`src/rtl/ptb_pkg.sv`:
```
package ptb_pkg;

    localparam int NUM_TIMERS_DEF = 8;

    localparam int IN_BYTES  = 3;
    localparam int OUT_BYTES = 7;

    typedef enum logic [2:0] {
        OP_TICK       = 3'd0,
        OP_REQUEST    = 3'd1,
        OP_SET_PERIOD = 3'd2,
        OP_RESTART    = 3'd3,
        OP_RELEASE    = 3'd4
    } opcode_t;

    typedef enum logic [1:0] {
        ST_OK   = 2'd0,
        ST_FULL = 2'd1,
        ST_ZERO = 2'd2
    } status_t;

    // Operation token handed from cell to cell along the chain
    typedef struct packed {
        logic        valid;
        opcode_t     opcode;
        logic [2:0]  timer_id;
        logic [15:0] period_ms;
        logic        claimed;
        logic [2:0]  granted_id;
        logic [7:0]  expired_mask;
        logic [3:0]  active_count;
    } token_t;

    // Result layout, status in the lowest bits
    typedef struct packed {
        logic [3:0]  active_count;
        logic [31:0] time_ms;
        logic [7:0]  expired_mask;
        logic [2:0]  granted_id;
        status_t     status;
    } result_t;

endpackage

```
`src/rtl/ptb_cell.sv`:
```
module ptb_cell
    import ptb_pkg::*;
#(
    parameter int CELL_IDX = 0
)
(
    input  logic   clk,
    input  logic   rst_n,
    input  token_t tok_in,
    output token_t tok_out
);

    localparam bit         ID_OK    = (CELL_IDX < 8);
    localparam logic [7:0] EXP_BIT  = ID_OK ? 8'(1 << (CELL_IDX % 8)) : 8'd0;
    localparam logic [2:0] GRANT_ID = 3'(CELL_IDX % 8);

    logic [15:0] period_reg;
    logic [15:0] period_next;
    logic [15:0] remain_reg;
    logic [15:0] remain_next;
    token_t      tok_reg;
    token_t      tok_next;
    logic [15:0] remain_dec;
    logic        id_hit;

    assign remain_dec = remain_reg - 16'd1;
    assign id_hit     = ID_OK && (tok_in.timer_id == GRANT_ID);

    always_comb
    begin
        period_next = period_reg;
        remain_next = remain_reg;
        tok_next    = tok_in;
        if (tok_in.valid)
        begin
            case (tok_in.opcode)
                OP_TICK:
                begin
                    if (period_reg != 16'd0)
                    begin
                        if (remain_dec == 16'd0)
                        begin
                            // reload and flag expiry
                            remain_next           = period_reg;
                            tok_next.expired_mask = tok_in.expired_mask | EXP_BIT;
                        end
                        else
                        begin
                            remain_next = remain_dec;
                        end
                    end
                end
                OP_REQUEST:
                begin
                    if ((tok_in.period_ms != 16'd0) && !tok_in.claimed &&
                        (period_reg == 16'd0))
                    begin
                        period_next         = tok_in.period_ms;
                        remain_next         = tok_in.period_ms;
                        tok_next.claimed    = 1'b1;
                        tok_next.granted_id = GRANT_ID;
                    end
                end
                OP_SET_PERIOD:
                begin
                    if (id_hit)
                    begin
                        period_next = tok_in.period_ms;
                        remain_next = tok_in.period_ms;
                    end
                end
                OP_RESTART:
                begin
                    if (id_hit)
                        remain_next = period_reg;
                end
                OP_RELEASE:
                begin
                    if (id_hit)
                        period_next = 16'd0;
                end
                default:
                begin
                    period_next = period_reg;
                end
            endcase
            // count this slot after its update, saturating
            if ((period_next != 16'd0) && (tok_in.active_count != 4'd15))
                tok_next.active_count = tok_in.active_count + 4'd1;
        end
    end

    always_ff @(posedge clk or negedge rst_n)
    begin
        if (!rst_n)
        begin
            period_reg <= '0;
            remain_reg <= '0;
            tok_reg    <= '0;
        end
        else
        begin
            period_reg <= period_next;
            remain_reg <= remain_next;
            tok_reg    <= tok_next;
        end
    end

    assign tok_out = tok_reg;

endmodule

```
`src/rtl/periodic_timer_bank.sv`:
```
// Bank of NUM_TIMERS periodic down-counting timers with a 32-bit tick clock
// that counts accepted tick operations. Each input transfer is one operation
// (tick, request, set period, restart, release) and yields exactly one result
// transfer. The operation travels as a token along a chain of per-slot cells,
// one cell per cycle, and the chain's tail result is registered into the output
// buffer that drives m_tvalid. A new operation is accepted only once the previous
// token has left the chain and the skid entry is empty. A two-entry output buffer
// lets the next operation start while an earlier result waits on m_tready.
module periodic_timer_bank
    import ptb_pkg::*;
#(
    parameter int NUM_TIMERS = NUM_TIMERS_DEF
)
(
    input  logic                   clk,
    input  logic                   rst_n,
    input  logic                   s_tvalid,
    output logic                   s_tready,
    // opcode[2:0], timer_id[5:3], period_ms[21:6], zero pad
    input  logic [IN_BYTES*8-1:0]  s_tdata,
    output logic                   m_tvalid,
    input  logic                   m_tready,
    // status[1:0], granted_id[4:2], expired_mask[12:5], time_ms[44:13],
    // active_count[48:45], zero pad
    output logic [OUT_BYTES*8-1:0] m_tdata
);

    localparam int RES_W = $bits(result_t);

    token_t      tok [NUM_TIMERS+1];
    token_t      tail;
    logic        accept;
    logic        out_take;
    logic        busy_reg;
    logic        busy_next;
    logic [31:0] clock_reg;
    logic [31:0] clock_next;
    logic        out_valid_reg;
    logic        out_valid_next;
    logic        hold_valid_reg;
    logic        hold_valid_next;
    result_t     out_data_reg;
    result_t     out_data_next;
    result_t     hold_data_reg;
    result_t     hold_data_next;
    result_t     tail_res;

    assign s_tready = !busy_reg && !hold_valid_reg;
    assign accept   = s_tvalid && s_tready;
    assign out_take = out_valid_reg && m_tready;

    always_comb
    begin
        tok[0]              = '0;
        tok[0].valid        = accept;
        tok[0].opcode       = opcode_t'(s_tdata[2:0]);
        tok[0].timer_id     = s_tdata[5:3];
        tok[0].period_ms    = s_tdata[21:6];
    end

    for (genvar k = 0; k < NUM_TIMERS; k++)
    begin : g_cell
        ptb_cell #(
            .CELL_IDX (k)
        ) u_cell (
            .clk     (clk),
            .rst_n   (rst_n),
            .tok_in  (tok[k]),
            .tok_out (tok[k+1])
        );
    end

    assign tail = tok[NUM_TIMERS];

    always_comb
    begin
        tail_res              = '0;
        tail_res.active_count = tail.active_count;
        tail_res.time_ms      = clock_reg;
        tail_res.expired_mask = tail.expired_mask;
        tail_res.granted_id   = tail.claimed ? tail.granted_id : 3'd0;
        tail_res.status       = ST_OK;
        if (tail.opcode == OP_REQUEST)
        begin
            if (tail.period_ms == 16'd0)
                tail_res.status = ST_ZERO;
            else if (!tail.claimed)
                tail_res.status = ST_FULL;
        end
    end

    always_comb
    begin
        clock_next = clock_reg;
        if (accept && (opcode_t'(s_tdata[2:0]) == OP_TICK))
            clock_next = clock_reg + 32'd1;

        busy_next = busy_reg;
        if (accept)
            busy_next = 1'b1;
        else if (tail.valid)
            busy_next = 1'b0;
    end

    always_comb
    begin
        out_valid_next  = out_valid_reg;
        out_data_next   = out_data_reg;
        hold_valid_next = hold_valid_reg;
        hold_data_next  = hold_data_reg;
        if (out_take)
        begin
            if (hold_valid_reg)
            begin
                out_data_next   = hold_data_reg;
                hold_valid_next = 1'b0;
            end
            else
            begin
                out_valid_next = 1'b0;
            end
        end
        if (tail.valid)
        begin
            if (!out_valid_next)
            begin
                out_valid_next = 1'b1;
                out_data_next  = tail_res;
            end
            else
            begin
                // output still occupied: park in the skid entry
                hold_valid_next = 1'b1;
                hold_data_next  = tail_res;
            end
        end
    end

    always_ff @(posedge clk or negedge rst_n)
    begin
        if (!rst_n)
        begin
            busy_reg       <= 1'b0;
            clock_reg      <= '0;
            out_valid_reg  <= 1'b0;
            hold_valid_reg <= 1'b0;
        end
        else
        begin
            busy_reg       <= busy_next;
            clock_reg      <= clock_next;
            out_valid_reg  <= out_valid_next;
            hold_valid_reg <= hold_valid_next;
        end
    end

    always_ff @(posedge clk)
    begin
        out_data_reg  <= out_data_next;
        hold_data_reg <= hold_data_next;
    end

    assign m_tvalid = out_valid_reg;
    assign m_tdata  = {{(OUT_BYTES*8-RES_W){1'b0}}, out_data_reg};

`ifndef NO_ASSERTIONS
    a_tail_in_flight: assert property (@(posedge clk) disable iff (!rst_n)
        tail.valid |-> busy_reg)
        else $error("token left the chain with no operation in flight");

    a_tail_skid_free: assert property (@(posedge clk) disable iff (!rst_n)
        tail.valid |-> !hold_valid_reg)
        else $error("result arrived while skid entry was full");

    a_hold_behind_out: assert property (@(posedge clk) disable iff (!rst_n)
        hold_valid_reg |-> out_valid_reg)
        else $error("skid entry holds a result ahead of the output");

    a_accept_busy: assert property (@(posedge clk) disable iff (!rst_n)
        accept |=> busy_reg)
        else $error("accepted operation not marked in flight");

    a_zero_only_request: assert property (@(posedge clk) disable iff (!rst_n)
        (tail.valid && (tail_res.status != ST_OK)) |-> (tail.opcode == OP_REQUEST))
        else $error("error status on a non-request operation");
`endif

endmodule
```
`config.mk`:
```
export PLATFORM = sky130hd
export DESIGN_NAME = periodic_timer_bank
export DESIGN_NICKNAME = d
export VERILOG_FILES = /design/src/rtl/ptb_pkg.sv /design/src/rtl/ptb_cell.sv /design/src/rtl/periodic_timer_bank.sv
export SDC_FILE = /design/constraint.sdc
export NUM_CORES = 1
export LEC_CHECK = 0
export ABC_CLOCK_PERIOD_IN_PS = 2920
export BUFFER_PORTS_ARGS = -buffer_cell sky130_fd_sc_hd__buf_2
export CORE_MARGIN = 2
export CORE_UTILIZATION = 57
export DETAILED_ROUTE_END_ITERATION = 10
export PLACE_DENSITY = 0.77
export SLEW_MARGIN = 0
export SYNTH_ARGS = -nofsm -noshare
export SYNTH_HDL_FRONTEND = slang
export SYNTH_SLANG_ARGS = --single-unit
```
`constraint.sdc`:
```
create_clock -name clk -period 2.92 [get_ports clk]
set_input_delay 0.438 -clock clk [delete_from_list [all_inputs] [get_ports clk]]
set_output_delay 0.438 -clock clk [all_outputs]
set_load 0.1 [all_outputs]
```
Word-level counts from Yosys, hierarchy flattened --
Cells that the tools add are included.
Storage, ports and cells: register bits 698, output and inout port bits 58, logic and storage cells 451
Operators by class: add/sub/neg operators 16, eq/ne operators 79, multiplexer cells 160, reductions and logical operators 103
Operators with widths (number):
- two-way mux 16 bit | 80
- one-hot mux 16 bit (4 select lines) | 8
- one-hot mux 16 bit (3 select lines) | 8
- nonzero test 16 bit | 24
- logical NOT 16 bit | 17
- two-way mux 49 bit | 4
- subtractor 16 x 1 -> 16 bit (second input constant) | 8
- two-way mux 4 bit | 26
- != test 2 x 1 -> 1 bit (second input constant) | 32
- equality test 3 x 2 -> 1 bit (second input constant) | 18
- AND reduction 6 bit | 8
- two-way mux 8 bit | 5
- equality test 3 bit (second input constant) | 12
- adder 32 x 1 -> 32 bit (second input constant) | 1
- nonzero test 4 bit | 8
- equality test 3 x 1 -> 1 bit (second input constant) | 10
- adder 4 x 1 -> 4 bit (second input constant) | 7
- != test 4 bit (second input constant) | 7
- logical NOT 3 bit | 9
- logical AND 1 bit | 26
- two-way mux 7 bit | 3
- two-way mux 6 bit | 3
- two-way mux 5 bit | 3
- two-way mux 3 bit | 4
- 5 further kinds | 27

Longest topological paths before layout --
depth in word-level cells 10, depth in mapped cells 12, gate-level depth less buffers 9

By module --
From an unflattened synthesis, not the netlist that was laid out.
Second synthesis, totals: cell total of the unflattened synthesis 3334, area total of the unflattened synthesis 35104.9 um^2
Modules (own cells, without submodules):
- ptb_cell at g_cell[5].u_cell ... | instances 2, cells each 392, area an instance 3818.7 um^2
- ptb_cell at g_cell[1].u_cell ... | instances 2, cells each 347, area an instance 3728.6 um^2
- periodic_timer_bank | instances 1, cells each 438, area an instance 5283.8 um^2
- ptb_cell at g_cell[3].u_cell | instances 1, cells each 386, area an instance 3788.6 um^2
- ptb_cell at g_cell[0].u_cell | instances 1, cells each 354, area an instance 3673.5 um^2
- ptb_cell at g_cell[7].u_cell | instances 1, cells each 334, area an instance 3638.5 um^2
- ptb_cell at g_cell[4].u_cell | instances 1, cells each 344, area an instance 3626.0 um^2

Least setup slack after synthesis --
Ideal clock, no wire load.
kind register to register, start point register out_valid_reg, in the netlist m_tvalid, end point register hold_data_reg[0] (netlist name), enable pin, library setup time 456 ps, data arrival time 3386 ps, required time 2464 ps, slack -922 ps, cell stages (with the launch flop) 3, clock period less this slack 3842 ps, cell sequence dfrtp_1 > o21ai_0 > nor2_1
Between the ends: longest elaborated chain between the ends 3
RTL lines:
- start: declaration | RTL line periodic_timer_bank.sv:38 | logic out_valid_reg;
- start signal: assignment | RTL line periodic_timer_bank.sv:152 | out_valid_reg <= out_valid_next;
- two-way mux 1 bit or logical AND 1 bit (tied branches) | RTL line periodic_timer_bank.sv:113, periodic_timer_bank.sv:50
- two-way mux 1 bit * | RTL line periodic_timer_bank.sv:111 | if (out_take)
- AND reduction 2 bit (no line) *
- end signal: assignment | RTL line periodic_timer_bank.sv:160 | hold_data_reg <= hold_data_next;
- end: declaration | RTL line periodic_timer_bank.sv:44 | result_t hold_data_reg;
Mark *: on every way between the ends. The rest lies on a longest branch, timed or not. A chain may end at the register's enable or synchronous reset.

Final worst setup path --
start point register g_cell[1].u_cell.remain_reg[0], end point register g_cell[1].u_cell.remain_reg[4]
Between the ends: longest elaborated chain between the ends 5
RTL lines:
- start: declaration | RTL line ptb_cell.sv:19 | logic [15:0] remain_reg;
- start signal: assignment | RTL line ptb_cell.sv:104 | remain_reg <= remain_next;
- subtractor 16 x 1 -> 16 bit * | RTL line ptb_cell.sv:26 | assign remain_dec = remain_reg - 16'd1;
- logical NOT 16 bit | RTL line ptb_cell.sv:41 | if (remain_dec == 16'd0)
- two-way mux 16 bit * | RTL line ptb_cell.sv:41
- two-way mux 16 bit * | RTL line ptb_cell.sv:39 | if (period_reg != 16'd0)
- one-hot mux 16 bit (4 select lines) * | RTL line ptb_cell.sv:36 | case (tok_in.opcode)
Mark *: on every way between the ends. The rest lies on a longest branch, timed or not. The select of a mux whose other input is x is not followed.

==> impl_metrics.json <==
{
  "power.density_nw_per_um2": 933.9,
  "fp.coreArea_um2": 55420,
  "stdcell_area_um2": 37200,
  "leakagePower_nw": 16.44,
  "hpwlAfterDp_um": 59430,
  "die_area_um2": 58230,
  "gp_congestion": 0.9203,
  "r2r_setup_slack_ns": 0.05,
  "crit_arrival_ns": 3.35,
  "synthCells": 3121,
  "cts_root_buf": "clkbuf_16",
  "grt_first_pass_wirelength_um": 138200,
  "min_from": "s_tdata[11]",
  "routed_wl_um": 85440,
  "drt_iter0_drc": 3021,
  "worstSetupStartpoint": "g_cell[1].u_cell.remain_reg[0]$_DFFE_PN0P_",
  "synth-main-ff-cell": "dfrtp_1",
  "tightest_slew_ns": 1.079,
  "clkTransAtPathRegs_ns": 0.07,
  "cpMaxStageDelayCell": "or4b_4",
  "fin_nets": 3357,
  "timing.hold.ws_ns": 0.02491,
  "grt_overflow_total": 0,
  "r2r_start": "g_cell[1].u_cell.remain_reg[0]$_DFFE_PN0P_",
  "slew_viol_final": 0,
  "htree_levels": 3,
  "rr_endpoint": "g_cell[1].u_cell.remain_reg[4]$_DFFE_PN0P_",
  "initial_core_util_pct": 57.92,
  "area_growth_pct": 15.88,
  "reg2regPathDepth": 12,
  "fin_tns_setup_ns": 0,
  "hold_class": "input port to flip-flop",
  "min_delay_path_depth": 1,
  "largest_reg_flops": 268,
  "clk_latency_ns": 0.61,
  "vias": 26440,
  "cap_violations": 0,
  "ys_warn_count": 0,
  "async_flop_share_pct": 85.08,
  "min_to": "g_cell[0].u_cell.tok_out[21]$_DFF_PN0_",
  "die_y_um": 241.3,
  "grt_max_degree": 90,
  "rsz0062_at_grt": "true",
  "path_cells": "inv_2 > ha_4 > or4b_4 > nor3_2 > a211oi_2 > or3b_4 > nor4b_4 > buf_4 > buf_6 > buf_12 > mux2i_1 > a32oi_1",
  "drc_errors": 0,
  "worstSetupEndpointType": "flip-flop",
  "fillCellCount": 4112,
  "synth_area_um2": 32100,
  "dpl_cell_area_um2": 34400,
  "num_io_pins": 86,
  "die_x_um": 241.3,
  "cts_tree": "yes",
  "synth.distinct_cells": 94,
  "max_slew_margin_pct": 27.89,
  "layout_common_cells": "dfrtp_1 (557), nor2_1 (336), a21oi_1 (202)",
  "numPortBuffers": 76,
  "post-route-min-period_ns": 2.874,
  "layout_commonest_cell": "dfrtp_1",
  "skew_ns": 0.02876,
  "post-route-period-util_pct": 98.41,
  "drive_above_1_share_pct": 18.44,
  "rows": 86,
  "cts.path.max_buffers": 3,
  "placed_cells": 3963,
  "crit_fanout": 7,
  "grtUsageTotal_pct": 29.52,
  "final_cell_count_no_fill": 4104,
  "max_stage_delay_ns": 0.50,
  "synth_enable_flop_cells": 49,
  "finalHoldViolations": 0,
  "path_class": "flip-flop to flip-flop",
  "routed_via_density": 6.442,
  "grt_pass1_vias": 26010,
  "peakVddDrop_mv": 1.228,
  "wl_per_cell_um": 20.82,
  "fmax_mhz": 348.0,
  "antenna_left": 0,
  "outcome": "finished, final reports clean",
  "ys_seq_area_share_pct": 51.22,
  "worst_ep_required_time_ns": 3.40,
  "synth-seq-cells": 657,
  "startpoint_type": "flip-flop",
  "synth_area_per_cell_um2": 10.28,
  "cts_sinks": 657,
  "drt_pre_antenna_iters": 6,
  "antenna_found_initial": 0,
  "n_antenna_cell": 0,
  "numCtsBuffers": 69,
  "setup_viol": 0
}
==> worst max-delay path: cells and delay by family, from the launching register on <==
kind            cells  cell delay, ns
flops               1            0.41
compound gates      2            0.22
buf+inv             4            0.48
simple gates        4            1.31
mux                 1            0.18
fa+ha+maj           1            0.14
==> cell families (layout without fill, tap and decap cells) <==
kind of cell | Yosys count | in the layout | share of synthesized area, %
AND/OR/NAND/NOR | 1077 | 1077 | 17.44
AO/OA/AOI/OAI | 793 | 793 | 17.25
flip-flops | 657 | 657 | 51.22
buffers and inverters | 256 | 485 | 3.337
multiplexers | 221 | 221 | 7.297
XOR/XNOR | 92 | 92 | 2.510
adder cells (fa/ha/maj) | 24 | 24 | 0.9355
other | 1 | 7 | 0.01168
==> worst max-delay path by stage <==
stage / slack (ns) / depth (start not counted) / endpoint
after global routing: -0.03 / 12 / g_cell[1].u_cell.remain_reg[4]$_DFFE_PN0P_
after global placement: 0.06 / 10 / g_cell[1].u_cell.remain_reg[8]$_DFFE_PN0P_
after CTS: 0.004 / 10 / g_cell[4].u_cell.remain_reg[7]$_DFFE_PN0P_
final: 0.05 / 12 / g_cell[1].u_cell.remain_reg[4]$_DFFE_PN0P_
after detailed placement: -0.05 / 10 / g_cell[4].u_cell.remain_reg[4]$_DFFE_PN0P_
after floorplan: -0.13 / 12 / g_cell[1].u_cell.remain_reg[2]$_DFFE_PN0P_
==> where the power goes <==
part	internal (W)	switching (W)	total, W
combinational	0.00447	0.00761	0.0121
sequential	0.0111	0.00234	0.0134
clock	0.00548	0.00373	0.00921
total	0.0211	0.0137	0.0347
==> layer usage <==
layer,track usage [%],vias to the layer above,part of all wire (%)
met4,11.30,0,3.3
met2,48.08,1183,48
met1,40.18,13086,42
met3,4.421,218,6.7
li1,-,11953,-
met5,0,-,0
==> metrics by stage <==
step	utilization [%]	worst slack [ns]	total power [W]
6_report	67.12	0.04637	0.03474
5_1_grt	67.12	-0.02755	0.03646
4_1_cts	66.62	0.004441	0.03443
3_5_place_dp	62.08	-0.04584	0.02515
3_3_place_gp	62.08	0.06498	0.02468
2_1_floorplan	-	-0.1336	0.02170
==> cells in the mapped netlist (all sizes together) (53+ instances only) <==
| master | number | area [um2] |
|---|---|---|
| inv | 62 | 232.7 |
| mux2i | 117 | 1171 |
| nor4 | 104 | 696.9 |
| clkbuf | 140 | 540.5 |
| o21ai | 84 | 420.4 |
| nor2 | 338 | 1269 |
| nand2 | 160 | 600.6 |
| nor3 | 103 | 535.5 |
| a22oi | 84 | 630.6 |
| a21oi | 203 | 1016 |
| buf | 53 | 294.0 |
| nand3 | 57 | 285.3 |
| a22o | 135 | 1182 |
| mux2 | 104 | 1171 |
| xnor2 | 53 | 464.2 |
| dfrtp | 559 | 13990 |
==> what timing repair did <==
item / in CTS / in global routing
pin swaps: 0 / 9
cloned: 0 / 1
endpoints found under the hold margin: 81 / 0
resized for setup: 5 / 52
endpoints found under the setup margin: 3 / 95
buffers inserted: 0 / 8
hold buffers: 10 / 0
==> area by class of cell <==
class                      instances  area, um2  area share, %
clock buffer                      94       2044          5.496
clock inverter                    28      356.6         0.9587
inverter                          63      236.5         0.6357
timing repair buffer             300       2262          6.082
sequential                       657      16440          44.21
multi-input combinational       2214      14920          40.11
tap                              748      935.9          2.516
Note: power is estimated with default switching activity, not from simulation.
